**config.mk**
```make
export PLATFORM = sky130hd
export DESIGN_NAME = round_robin_task_scheduler
export DESIGN_NICKNAME = d
export VERILOG_FILES = /design/src/hw/rtl/rrts_pkg.sv /design/src/hw/rtl/round_robin_task_scheduler.sv
export SDC_FILE = /design/constraint.sdc
export NUM_CORES = 1
export LEC_CHECK = 0
export BUFFER_PORTS_ARGS = -buffer_cell sky130_fd_sc_hd__buf_2
export CAP_MARGIN = 30
export CORE_MARGIN = 1
export CORE_UTILIZATION = 45
export DETAILED_ROUTE_END_ITERATION = 6
export GPL_TIMING_DRIVEN = 0
export REMOVE_ABC_BUFFERS = 1
export SETUP_SLACK_MARGIN = 0.4
export SYNTH_ARGS = -nofsm -noshare
export SYNTH_HDL_FRONTEND = slang
export SYNTH_SLANG_ARGS = --single-unit
export TNS_END_PERCENT = 5
```
**constraint.sdc**
```tcl
create_clock -name clk -period 7.3 [get_ports clk]
set_input_delay 1.46 -clock clk [delete_from_list [all_inputs] [get_ports clk]]
set_output_delay 1.46 -clock clk [all_outputs]
set_load 0.02 [all_outputs]
```
**src/hw/rtl/rrts_pkg.sv**
```systemverilog
// Package for the round-robin task scheduler.
// Holds op codes, slot state codes, sequencer states, status codes and
// fixed field widths. No dependencies.
`default_nettype none

package rrts_pkg;

  localparam int OP_W    = 3;   // op field
  localparam int TPID_W  = 8;   // target_pid field
  localparam int CNT_W   = 32;  // sleep_count field
  localparam int PID_W   = 4;   // result_pid / running_pid fields
  localparam int SST_W   = 3;   // stored slot state

  typedef enum logic [OP_W-1:0] {
    OP_TICK    = 3'd0,
    OP_CREATE  = 3'd1,
    OP_FORK    = 3'd2,
    OP_SLEEP   = 3'd3,
    OP_EXIT    = 3'd4,
    OP_SUSPEND = 3'd5,
    OP_RESUME  = 3'd6
  } op_t;

  typedef enum logic [SST_W-1:0] {
    ST_UNUSED    = 3'd0,
    ST_READY     = 3'd1,
    ST_RUNNING   = 3'd2,
    ST_BLOCKED   = 3'd3,
    ST_DEAD      = 3'd4,
    ST_SUSPENDED = 3'd5
  } slot_st_t;

  typedef enum logic [1:0] {
    S_IDLE,
    S_WALK,
    S_POKE,
    S_DONE
  } fsm_t;

  localparam logic STATUS_OK  = 1'b0;
  localparam logic STATUS_ERR = 1'b1;

endpackage

`default_nettype wire

```
**src/hw/rtl/round_robin_task_scheduler.sv**
```systemverilog
// Round-robin task scheduler top level: slot table memory, walk sequencer,
// shared sleep decrementer and result register. Depends on rrts_pkg.
//
// Usage: one item on the in_ channel (op, target_pid, sleep_count) gives one
// item on the out_ channel (status, result_pid, running_valid, running_pid).
// Both channels are valid/ready; an item moves when valid and ready are high.
// The slot table lives in a memory with one write and one registered read
// port; a sequencer walks it one slot per cycle through a single shared
// decrementer/compare path.
// Work per item, TASK_SLOTS = N:
//   tick, create, fork: full walk of the table (N slots)
//   suspend, resume:    one slot read and written back
//   sleep, exit:        one direct write
//   rejected ops:       no table access, straight to the done state
// in_ready is high only while the sequencer is idle, so one item is in work
// at a time. A finished result sits in the output register while the next
// item is taken; if the receiver stalls, the following result waits in the
// done state.
// Reset (rst_n low, synchronous) marks all slots unused via per-slot valid
// bits, drops the current task and empties the output register; no clearing pass.
`default_nettype none

module round_robin_task_scheduler #(
  parameter int TASK_SLOTS = 16,
  parameter int SLEEP_BITS = 32
) (
  input  wire logic                        clk,
  input  wire logic                        rst_n,
  input  wire logic                        in_valid,
  output logic                             in_ready,
  input  wire logic [rrts_pkg::OP_W-1:0]   in_op,
  input  wire logic [rrts_pkg::TPID_W-1:0] in_target_pid,
  input  wire logic [rrts_pkg::CNT_W-1:0]  in_sleep_count,
  output logic                             out_valid,
  input  wire logic                        out_ready,
  output logic                             out_status,
  output logic [rrts_pkg::PID_W-1:0]       out_result_pid,
  output logic                             out_running_valid,
  output logic [rrts_pkg::PID_W-1:0]       out_running_pid
);

  import rrts_pkg::*;

  localparam int SLOT_W = $clog2(TASK_SLOTS);
  localparam int LEFT_W = $clog2(TASK_SLOTS + 1);
  localparam int ENT_W  = SST_W + SLEEP_BITS;

  function automatic logic [SLOT_W-1:0] slot_inc(input logic [SLOT_W-1:0] a);
    if (a == SLOT_W'(TASK_SLOTS - 1)) return '0;
    else                              return a + 1'b1;
  endfunction

  // ---- registers ----
  fsm_t                  fsm_r, fsm_nxt;
  op_t                   op_r, op_nxt;
  logic [SLEEP_BITS-1:0] cnt_r, cnt_nxt;
  logic [SLOT_W-1:0]     iss_addr_r, iss_addr_nxt;
  logic [LEFT_W-1:0]     iss_left_r, iss_left_nxt;
  logic                  proc_v_r, proc_v_nxt;
  logic [SLOT_W-1:0]     proc_addr_r, proc_addr_nxt;
  logic                  found_r, found_nxt;
  logic [SLOT_W-1:0]     pick_r, pick_nxt;
  logic                  err_r, err_nxt;
  logic                  have_cur_r, have_cur_nxt;
  logic [SLOT_W-1:0]     cur_r, cur_nxt;
  logic                  out_valid_r, out_valid_nxt;
  logic                  out_status_r, out_status_nxt;
  logic [PID_W-1:0]      out_made_r, out_made_nxt;
  logic                  out_run_v_r, out_run_v_nxt;
  logic [PID_W-1:0]      out_run_pid_r, out_run_pid_nxt;

  // slot table: {state, sleep} per slot, valid bit marks written entries
  logic [ENT_W-1:0]      mem [TASK_SLOTS];
  logic [ENT_W-1:0]      rdata_r;
  logic [TASK_SLOTS-1:0] vld_r;
  logic                  rvld_r;
  logic                  mem_we;
  logic [SLOT_W-1:0]     mem_wa;
  logic [ENT_W-1:0]      mem_wd;

  // ---- accept decode ----
  op_t               in_op_e;
  logic              acc;
  logic              go_walk, go_poke;
  logic              pid_bad;
  logic [SLOT_W-1:0] walk_start;
  logic [LEFT_W-1:0] walk_len;
  logic              out_free;

  assign in_op_e  = op_t'(in_op);
  assign acc      = in_valid && in_ready;
  assign pid_bad  = (32'(in_target_pid) >= TASK_SLOTS);
  assign out_free = !out_valid_r || out_ready;

  always_comb begin
    go_walk    = 1'b0;
    go_poke    = 1'b0;
    walk_start = '0;
    walk_len   = LEFT_W'(TASK_SLOTS);
    unique case (in_op_e) inside
      OP_TICK: begin
        go_walk    = 1'b1;
        walk_start = slot_inc(have_cur_r ? cur_r : '0);
      end
      OP_CREATE: go_walk = 1'b1;
      OP_FORK:   go_walk = have_cur_r;
      OP_SLEEP, OP_EXIT: go_poke = have_cur_r;
      OP_SUSPEND, OP_RESUME: begin
        go_walk    = !pid_bad;
        walk_start = in_target_pid[SLOT_W-1:0];
        walk_len   = LEFT_W'(1);
      end
      default: ;
    endcase
  end

  // ---- walk datapath: one slot per cycle ----
  logic                  issuing;
  slot_st_t              st;
  logic [SLEEP_BITS-1:0] sl;
  slot_st_t              tick_st;
  logic [SLEEP_BITS-1:0] tick_sl;

  assign issuing = (iss_left_r != '0);
  assign st      = rvld_r ? slot_st_t'(rdata_r[ENT_W-1 -: SST_W]) : ST_UNUSED;
  assign sl      = rdata_r[SLEEP_BITS-1:0];

  // tick update of one slot: countdown, free, running back to ready
  always_comb begin
    tick_st = st;
    tick_sl = sl;
    case (st)
      ST_BLOCKED: begin
        tick_sl = (sl != '0) ? sl - 1'b1 : '0;
        if (tick_sl == '0) tick_st = ST_READY;
      end
      ST_DEAD: tick_st = ST_UNUSED;
      ST_RUNNING: begin
        if (have_cur_r && proc_addr_r == cur_r) tick_st = ST_READY;
      end
      default: ;
    endcase
  end

  // ---- next state ----
  always_comb begin
    fsm_nxt = fsm_r;
    unique case (fsm_r)
      S_IDLE: begin
        if (acc) begin
          if (go_walk)      fsm_nxt = S_WALK;
          else if (go_poke) fsm_nxt = S_POKE;
          else              fsm_nxt = S_DONE;
        end
      end
      S_WALK:  if (!issuing && !proc_v_r) fsm_nxt = S_DONE;
      S_POKE:  fsm_nxt = S_DONE;
      S_DONE:  if (out_free) fsm_nxt = S_IDLE;
      default: fsm_nxt = S_IDLE;
    endcase
  end

  // ---- datapath and outputs ----
  always_comb begin
    op_nxt          = op_r;
    cnt_nxt         = cnt_r;
    iss_addr_nxt    = iss_addr_r;
    iss_left_nxt    = iss_left_r;
    proc_v_nxt      = 1'b0;
    proc_addr_nxt   = iss_addr_r;
    found_nxt       = found_r;
    pick_nxt        = pick_r;
    err_nxt         = err_r;
    have_cur_nxt    = have_cur_r;
    cur_nxt         = cur_r;
    out_valid_nxt   = out_valid_r && !out_ready;
    out_status_nxt  = out_status_r;
    out_made_nxt    = out_made_r;
    out_run_v_nxt   = out_run_v_r;
    out_run_pid_nxt = out_run_pid_r;
    mem_we          = 1'b0;
    mem_wa          = proc_addr_r;
    mem_wd          = {ST_UNUSED, {SLEEP_BITS{1'b0}}};

    unique case (fsm_r)
      S_IDLE: begin
        if (acc) begin
          op_nxt       = in_op_e;
          cnt_nxt      = in_sleep_count[SLEEP_BITS-1:0];
          iss_addr_nxt = walk_start;
          iss_left_nxt = go_walk ? walk_len : '0;
          found_nxt    = 1'b0;
          pick_nxt     = '0;
          err_nxt      = !(go_walk || go_poke);
        end
      end

      S_WALK: begin
        if (issuing) begin
          iss_left_nxt = iss_left_r - 1'b1;
          iss_addr_nxt = slot_inc(iss_addr_r);
          proc_v_nxt   = 1'b1;
        end
        if (proc_v_r) begin
          case (op_r) inside
            OP_TICK: begin
              mem_we = 1'b1;
              if (!found_r && tick_st == ST_READY) begin
                found_nxt = 1'b1;
                pick_nxt  = proc_addr_r;
                mem_wd    = {ST_RUNNING, tick_sl};
              end else begin
                mem_wd    = {tick_st, tick_sl};
              end
            end
            OP_CREATE, OP_FORK: begin
              if (!found_r && st == ST_UNUSED) begin
                found_nxt = 1'b1;
                pick_nxt  = proc_addr_r;
                mem_we    = 1'b1;
                mem_wd    = {ST_READY, {SLEEP_BITS{1'b0}}};
              end
            end
            OP_SUSPEND: begin
              if (st == ST_UNUSED) begin
                err_nxt = 1'b1;
              end else begin
                mem_we = 1'b1;
                mem_wd = {ST_SUSPENDED, sl};
              end
            end
            OP_RESUME: begin
              if (st != ST_SUSPENDED) begin
                err_nxt = 1'b1;
              end else begin
                mem_we = 1'b1;
                mem_wd = {ST_READY, sl};
              end
            end
            default: ;
          endcase
        end
      end

      S_POKE: begin
        mem_we = 1'b1;
        mem_wa = cur_r;
        if (op_r == OP_SLEEP) mem_wd = {ST_BLOCKED, cnt_r};
        else                  mem_wd = {ST_DEAD, {SLEEP_BITS{1'b0}}};
      end

      S_DONE: begin
        if (out_free) begin
          out_valid_nxt = 1'b1;
          if (op_r == OP_TICK) begin
            have_cur_nxt = found_r;
            cur_nxt      = found_r ? pick_r : '0;
          end
          if ((op_r inside {OP_CREATE, OP_FORK}) && !err_r) begin
            out_status_nxt = found_r ? STATUS_OK : STATUS_ERR;
            out_made_nxt   = found_r ? PID_W'(pick_r) : '0;
          end else begin
            out_status_nxt = err_r ? STATUS_ERR : STATUS_OK;
            out_made_nxt   = '0;
          end
          out_run_v_nxt   = have_cur_nxt;
          out_run_pid_nxt = PID_W'(cur_nxt);
        end
      end

      default: ;
    endcase
  end

  // ---- control registers ----
  always_ff @(posedge clk) begin
    if (!rst_n) begin
      fsm_r       <= S_IDLE;
      iss_left_r  <= '0;
      proc_v_r    <= 1'b0;
      have_cur_r  <= 1'b0;
      cur_r       <= '0;
      out_valid_r <= 1'b0;
      vld_r       <= '0;
      rvld_r      <= 1'b0;
    end else begin
      fsm_r       <= fsm_nxt;
      iss_left_r  <= iss_left_nxt;
      proc_v_r    <= proc_v_nxt;
      have_cur_r  <= have_cur_nxt;
      cur_r       <= cur_nxt;
      out_valid_r <= out_valid_nxt;
      rvld_r      <= vld_r[iss_addr_r];
      if (mem_we) vld_r[mem_wa] <= 1'b1;
    end
  end

  // ---- payload registers ----
  always_ff @(posedge clk) begin
    op_r          <= op_nxt;
    cnt_r         <= cnt_nxt;
    iss_addr_r    <= iss_addr_nxt;
    proc_addr_r   <= proc_addr_nxt;
    found_r       <= found_nxt;
    pick_r        <= pick_nxt;
    err_r         <= err_nxt;
    out_status_r  <= out_status_nxt;
    out_made_r    <= out_made_nxt;
    out_run_v_r   <= out_run_v_nxt;
    out_run_pid_r <= out_run_pid_nxt;
  end

  // ---- slot table memory ----
  always_ff @(posedge clk) begin
    if (mem_we) mem[mem_wa] <= mem_wd;
    rdata_r <= mem[iss_addr_r];
  end

  assign in_ready          = (fsm_r == S_IDLE);
  assign out_valid         = out_valid_r;
  assign out_status        = out_status_r;
  assign out_result_pid    = out_made_r;
  assign out_running_valid = out_run_v_r;
  assign out_running_pid   = out_run_pid_r;

`ifndef SYNTHESIS
  a_made_only_ok: assert property (@(posedge clk) disable iff (!rst_n)
    out_valid && out_status == STATUS_ERR |-> out_result_pid == '0)
    else $error("slot reported on an error result");

  a_idle_pid_zero: assert property (@(posedge clk) disable iff (!rst_n)
    out_valid && !out_running_valid |-> out_running_pid == '0)
    else $error("running pid not zero while idle");

  a_busy_after_acc: assert property (@(posedge clk) disable iff (!rst_n)
    in_valid && in_ready |=> !in_ready)
    else $error("second item taken while one is in work");

  a_walk_drained: assert property (@(posedge clk) disable iff (!rst_n)
    fsm_r == S_DONE |-> !proc_v_r && iss_left_r == '0)
    else $error("walk left slots unprocessed");

  a_idle_cur_zero: assert property (@(posedge clk) disable iff (!rst_n)
    !have_cur_r |-> cur_r == '0)
    else $error("current slot kept while idle");
`endif

endmodule

`default_nettype wire

```
==> impl_metrics.yaml, run 1 <==
sta:
  fin_crit_sh: 0.599
  tightest_slew_ns: 1.07
  rsz0062_at_grt: "false"
  final-max-slew-violation-count: 0
  holdWs_ns: 0.461
  slew_headroom: 0.288
  fmax_mhz: 229
  setup_viol: 0
  hold_viol: 0
  finClkSkew_ns: 0.0242
  fin_crit_ns: 4.37
pwr:
  powerDensity_nw_per_um2: 353
  vdd_ir_drop_max_mv: 0.222
  p_leak_uw: 0.0101
setup_path:
  path_cells: "inv_1 > ha_1 > or3b_1 > or4_1 > o21ai_2 > o2111ai_1 > or4_1 > o2111a_1 > a2111oi_2"
  cp-startpoint: "rdata_r[0]"
  r2r-start: "rdata_r[0]"
  max_stage_delay_ns: 0.74
  crit_slowest_cell: "a2111oi_2"
  r2r_slack_ns: 2.93
  cp_max_fo: 10
  end_kind: "flop"
  worstReg2RegEnd: "pick_r[2]"
  arrival_ns: 4.60
  rr_worst_depth: 9
  cp_data_required_time_ns: 7.53
  critical_path_class: "reg -> reg"
  start_kind: "flop"
  cpMostUsedCell: "or4_1"
placed_design:
  dpl_cell_area_um2: 30700
  routabilityCongestion: 0.923
  placedCellCount: 2650
  portBuffers: 58
  hpwl_mm: 43.8
cells_and_area:
  antenna_cells: 0
  stdcell_area_um2: 33000
  drive_gt1_frac: 0.194
  stdcell_count: 2793
  final_nets: 1954
  final_util: 0.535
  area_growth_syn_to_layout_pct: 17.3
route:
  drc_errors: 0
  viasPerCell: 5.95
  routed_wl_mm: 71.0
  vias: 16606
  wl_per_cell_um: 25.4
  first_iter_violations: 1551
  ant_nets: 0
  drt_pass1_iterations: 5
cts:
  cts_tree: "done"
  cts_made_buffers: 71
  h-tree-depth: 3
  cts.sinks: 685
  clock_path_buffers: 3
  cts_resized: 0
  worst_skew_pair.late_latency_ns: 0.62
  post_cts_buffers: 0
  cts_root_buf: "clkbuf_16"
  hold_buffers: 0
  clk_pin_slew_ns: 0.06
die:
  dieHeight_um: 252
  core_area_um2: 61700
  row_count: 91
  start_util: 0.456
  die_x_um: 252
  dieArea_um2: 63500
  io_pins: 59
grt:
  grt_max_degree: 35
  grt_usage: 0.228
  antenna_found_initial: 0
  grt_overflow_total: 0
  grt_pass1_vias: 16272
  grt_pass1_wl_mm: 105
logic_synthesis:
  yosys_warnings: 0
  synth-seq-cells: 685
  yosysTopAreaCellShare: 0.657
  async_flop_share: 0
  synthesis.area_per_instance_um2: 15.6
  synth_top_cell_by_area: "edfxtp_1"
  mappedNetlistArea_um2: 28100
  synthTopCellsByArea: "edfxtp_1, mux4_2, dfxtp_1"
  synth_cell_type_count: 76
  synth-edff-count: 615
  syn_inst: 1803
  synth_commonest_cells: "edfxtp_1, nand2_1, mux2i_1, o21ai_0, clkbuf_1"
  synth_ff_type: "edfxtp_1"
  yosysSeqAreaShare: 0.707
  synth.most_common_cell: "edfxtp_1"
job:
  max_cap_violations: 0
min_path:
  holdPathStages: 1
  min_to: "vld_r[11]"
  min-delay-path-class: "reg -> reg"
  worstHoldStart: "vld_r[11]"
run_status:
  status: "finished, final reports clean"
layer usage:
layer / vias to the layer above / track usage / wire length [µm]
met5: - / 0 / 0
met4: 0 / 0.0748 / 2130
met3: 133 / 0.0381 / 4630
met2: 682 / 0.345 / 32200
met1: 8446 / 0.334 / 32000
li1: 7345 / - / -
metrics by stage:
step	total power (µW)	TNS, ns	setup WS, ns
floorplan	7080	-42.59	-1.50
global placement	8000	-193.18	-4.92
detailed placement	8230	0	3.01
CTS	11700	0	2.97
global route	12100	0	2.75
finish	11600	0	2.93
layout make-up:
class,count,area [µm²]
Timing Repair Buffer,135,1890
Sequential cell,685,19900
Multi-Input combinational cell,981,7870
Tap cell,837,1050
Inverter,23,87.6
Clock inverter,32,278
Fill cell,4935,28700
Clock buffer,100,1950
sequential cells by signal, summed over array words and instances (netlist names), 2 cells and up:
signal,flops
proc_addr_r,4
out_result_pid,4
iss_addr_r,4
pick_r,4
out_running_pid,4
op_r,3
cur_r,4
vld_r,16
cnt_r,32
rdata_r,35
iss_left_r,5
fsm_r,2
mem,560
layout by cell type, fill, tap and decap left out, types with 29 or more instances in the layout:
cell	count
a221oi_1	35
a22oi_1	42
mux2_2	29
nor3_1	38
a21oi_1	83
clkbuf_16	73
buf_2	59
o21ai_0	109
mux4_2	75
mux2i_1	116
buf_16	33
nand2_1	127
edfxtp_1	615
dfxtp_1	70
nor2_1	40
critical path, delay by kind of cell (launching register included):
kind,cells,cell delay (ns)
compound gates,4,1.38
fa+ha+maj,1,0.23
buf+inv,1,0.09
flops,1,0.40
simple gates,3,1.88
power by group:
group	switching, µW	internal [µW]	total, µW
registers	358	4590	4950
clock network	1470	1980	3450
logic	1840	1390	3230
how the worst max path moves through the flow:
| stage | depth (start not counted) | slack, ns | endpoint |
|---|---|---|---|
| 2_1_floorplan | 6 | -1.50 | iss_addr_r[3] |
| 3_3_place_gp | 6 | -4.92 | iss_addr_r[3] |
| 3_5_place_dp | 9 | 3.01 | pick_r[2] |
| 4_1_cts | 9 | 2.97 | pick_r[2] |
| 5_1_grt | 8 | 2.75 | mem[15][8] |
| 6_report | 9 | 2.93 | pick_r[2] |
cells by family (layout without fill, tap and decap cells):
kind of cell	Yosys count	after routing	share of synthesized area
XOR/XNOR	13	13	0.00405
AND/OR/NAND/NOR	354	354	0.0635
flip-flops	685	685	0.707
buffers and inverters	137	290	0.0187
multiplexers	220	220	0.113
AO/OA/AOI/OAI	384	384	0.0896
adder cells (fa/ha/maj)	10	10	0.00445
No activity file was read; power rests on OpenSTA's default activity.
==> run 2: changes to the inputs <==
clock period = 3.82 ns   (was 7.3 ns; I/O delays follow)
==> impl_metrics.yaml, run 2 (synthesis gave the netlist of run 1 again) <==
cts:
  clk_pin_slew_ns: 0.06
  cts_root_buf: "clkbuf_16"
  clock_path_buffers: 3
  cts_tree: "done"
  worst_skew_pair.late_latency_ns: 0.62
  cts.sinks: 685
  h-tree-depth: 3
  cts_made_buffers: 71
  hold_buffers: 0
pwr:
  seqPwrFrac: 0.420
  p_total_uw: 22600
  powerDensity_nw_per_um2: 673
  switchingPower_uw: 7240
  vdd_ir_drop_max_mv: 0.543
  p_comb_frac: 0.289
  clock_power_share: 0.291
  p_leak_uw: 0.0102
  power.internal_uw: 15400
  switching_share: 0.320
setup_path:
  r2r_slack_ns: 0.36
  cp_data_required_time_ns: 4.13
  max_stage_delay_ns: 0.61
  end_kind: "flop"
  path_buf_inv: 1
  critical_path_class: "reg -> reg"
  path_cells: "or4_4 > or4_4 > or3b_1 > a32oi_1 > o211ai_1 > o2111a_1 > a2111oi_4 > buf_4"
  crit_slowest_cell: "or4_4"
  r2r-start: "rdata_r[9]"
  crit_cells: 8
  rr_worst_depth: 8
  arrival_ns: 3.78
  cp_max_fo: 8
  critPathTopFamily: "simple AND/OR/NAND/NOR gates"
  start_kind: "flop"
  worstReg2RegEnd: "pick_r[2]"
  cpMostUsedCell: "or4_4"
sta:
  hold_viol: 0
  finClkSkew_ns: 0.0240
  fin_crit_ns: 3.46
  rsz0062_at_grt: "true"
  slew_headroom: 0.277
  fmax_mhz: 289
  holdWs_ns: 0.319
  tightest_slew_ns: 1.09
  final-max-slew-violation-count: 0
  setup_viol: 0
  fin_crit_sh: 0.906
die:
  row_count: 91
  die_x_um: 252
  dieArea_um2: 63500
  start_util: 0.456
  core_area_um2: 61700
  io_pins: 59
  dieHeight_um: 252
route:
  viasPerCell: 5.99
  wl_per_cell_um: 25.5
  drc_errors: 0
  ant_nets: 0
  drt_pass1_iterations: 5
  vias: 16865
  routed_wl_mm: 71.9
  first_iter_violations: 1741
grt:
  antenna_found_initial: 0
  grt_overflow_total: 0
  grt_pass1_vias: 16528
  grt_pass1_wl_mm: 107
  grt_usage: 0.231
  grt_max_degree: 35
cells_and_area:
  antenna_cells: 0
  drive_gt1_frac: 0.236
  final_nets: 1975
  reg_top3: "mem x560, rdata_r x35, cnt_r x32"
  largest-register: "mem"
  layout_commonest_cell: "edfxtp_1"
  stdcell_area_um2: 33700
  stdcell_count: 2814
  most-common-layout-cells: "edfxtp_1, nand2_1, mux2i_1"
  area_growth_syn_to_layout_pct: 19.7
  largest_register_ffs: 560
  nFillCells: 4858
min_path:
  min-delay-path-class: "in -> reg"
  min_to: "cnt_r[9]"
  holdPathStages: 1
  worstHoldStart: "in_sleep_count[9]"
job:
  max_cap_violations: 0
placed_design:
  dpl_cell_area_um2: 30700
  routabilityCongestion: 0.923
  portBuffers: 58
  placedCellCount: 2650
  hpwl_mm: 43.8
run_status:
  status: "finished, final reports clean"
[run 2: cell types whose count changed in the layout (fill, tap and decap cells not counted), sizes merged]
cell / delta
buf: +21
clkinv: -1
inv: +1
[run 2: layout make-up]
| class | instances | area, µm² | share of cell area |
|---|---|---|---|
| tap | 837 | 1050 | 0.0311 |
| timing repair buffer | 156 | 2120 | 0.0629 |
| sequential | 685 | 19900 | 0.591 |
| multi-input combinational | 981 | 8280 | 0.246 |
| inverter | 23 | 91.3 | 0.00271 |
| clock buffer | 100 | 1950 | 0.0579 |
| clock inverter | 32 | 278 | 0.00825 |
[run 2: worst reg2reg max path, delay by kind of cell, from the launching register on]
family / cells / cell delay [ns]
buffers and inverters: 1 / 0.21
AOI/OAI and AO/OA: 4 / 1.00
DFF: 1 / 0.37
and+or+nand+nor: 3 / 1.59
[run 2: layer usage]
layer	GRT usage	vias to the layer above	share of wire
met4	0.0767	0	0.030
met1	0.338	8645	0.45
met5	0	-	0
met3	0.0371	144	0.063
met2	0.351	680	0.46
li1	-	7396	-
[run 2: timing repair]
item / CTS / global route
buffers inserted: 25 / 2
endpoints found under the setup margin: 1069 / 807
pin swaps: 33 / 25
gates resized for setup: 55 / 52
[run 2: power by group through the flow]
stage          clock network [µW]  logic [µW]  registers [µW]
6_report                     6590        6550            9510
5_1_grt                      7010        7000            9570
4_1_cts                      6720        6420            9460
3_5_place_dp                    0        6150            9580
3_3_place_gp                    0        4130           10200
2_1_floorplan                   0        3180            9720
[run 2: through the flow]
step / utilization / setup slack (ns) / setup TNS, ns
CTS: 0.541 / -0.0110 / -0.295
finish: 0.545 / 0.357 / 0
global route: 0.545 / 0.288 / 0
detailed placement: 0.497 / -0.471 / -134.38
global placement: 0.470 / -8.40 / -3178.78
floorplan: - / -4.98 / -253.21
[run 2: worst max path at each step]
| stage | slack [ns] | endpoint | startpoint |
|---|---|---|---|
| final | 0.36 | pick_r[2] | rdata_r[9] |
| after global routing | 0.29 | pick_r[0] | rdata_r[9] |
| after CTS | -0.01 | mem[7][3] | op_r[1] |
| after detailed placement | -0.47 | pick_r[2] | rdata_r[0] |
| after global placement | -8.40 | iss_addr_r[3] | iss_addr_r[0] |
| after floorplan | -4.98 | iss_addr_r[3] | iss_addr_r[0] |
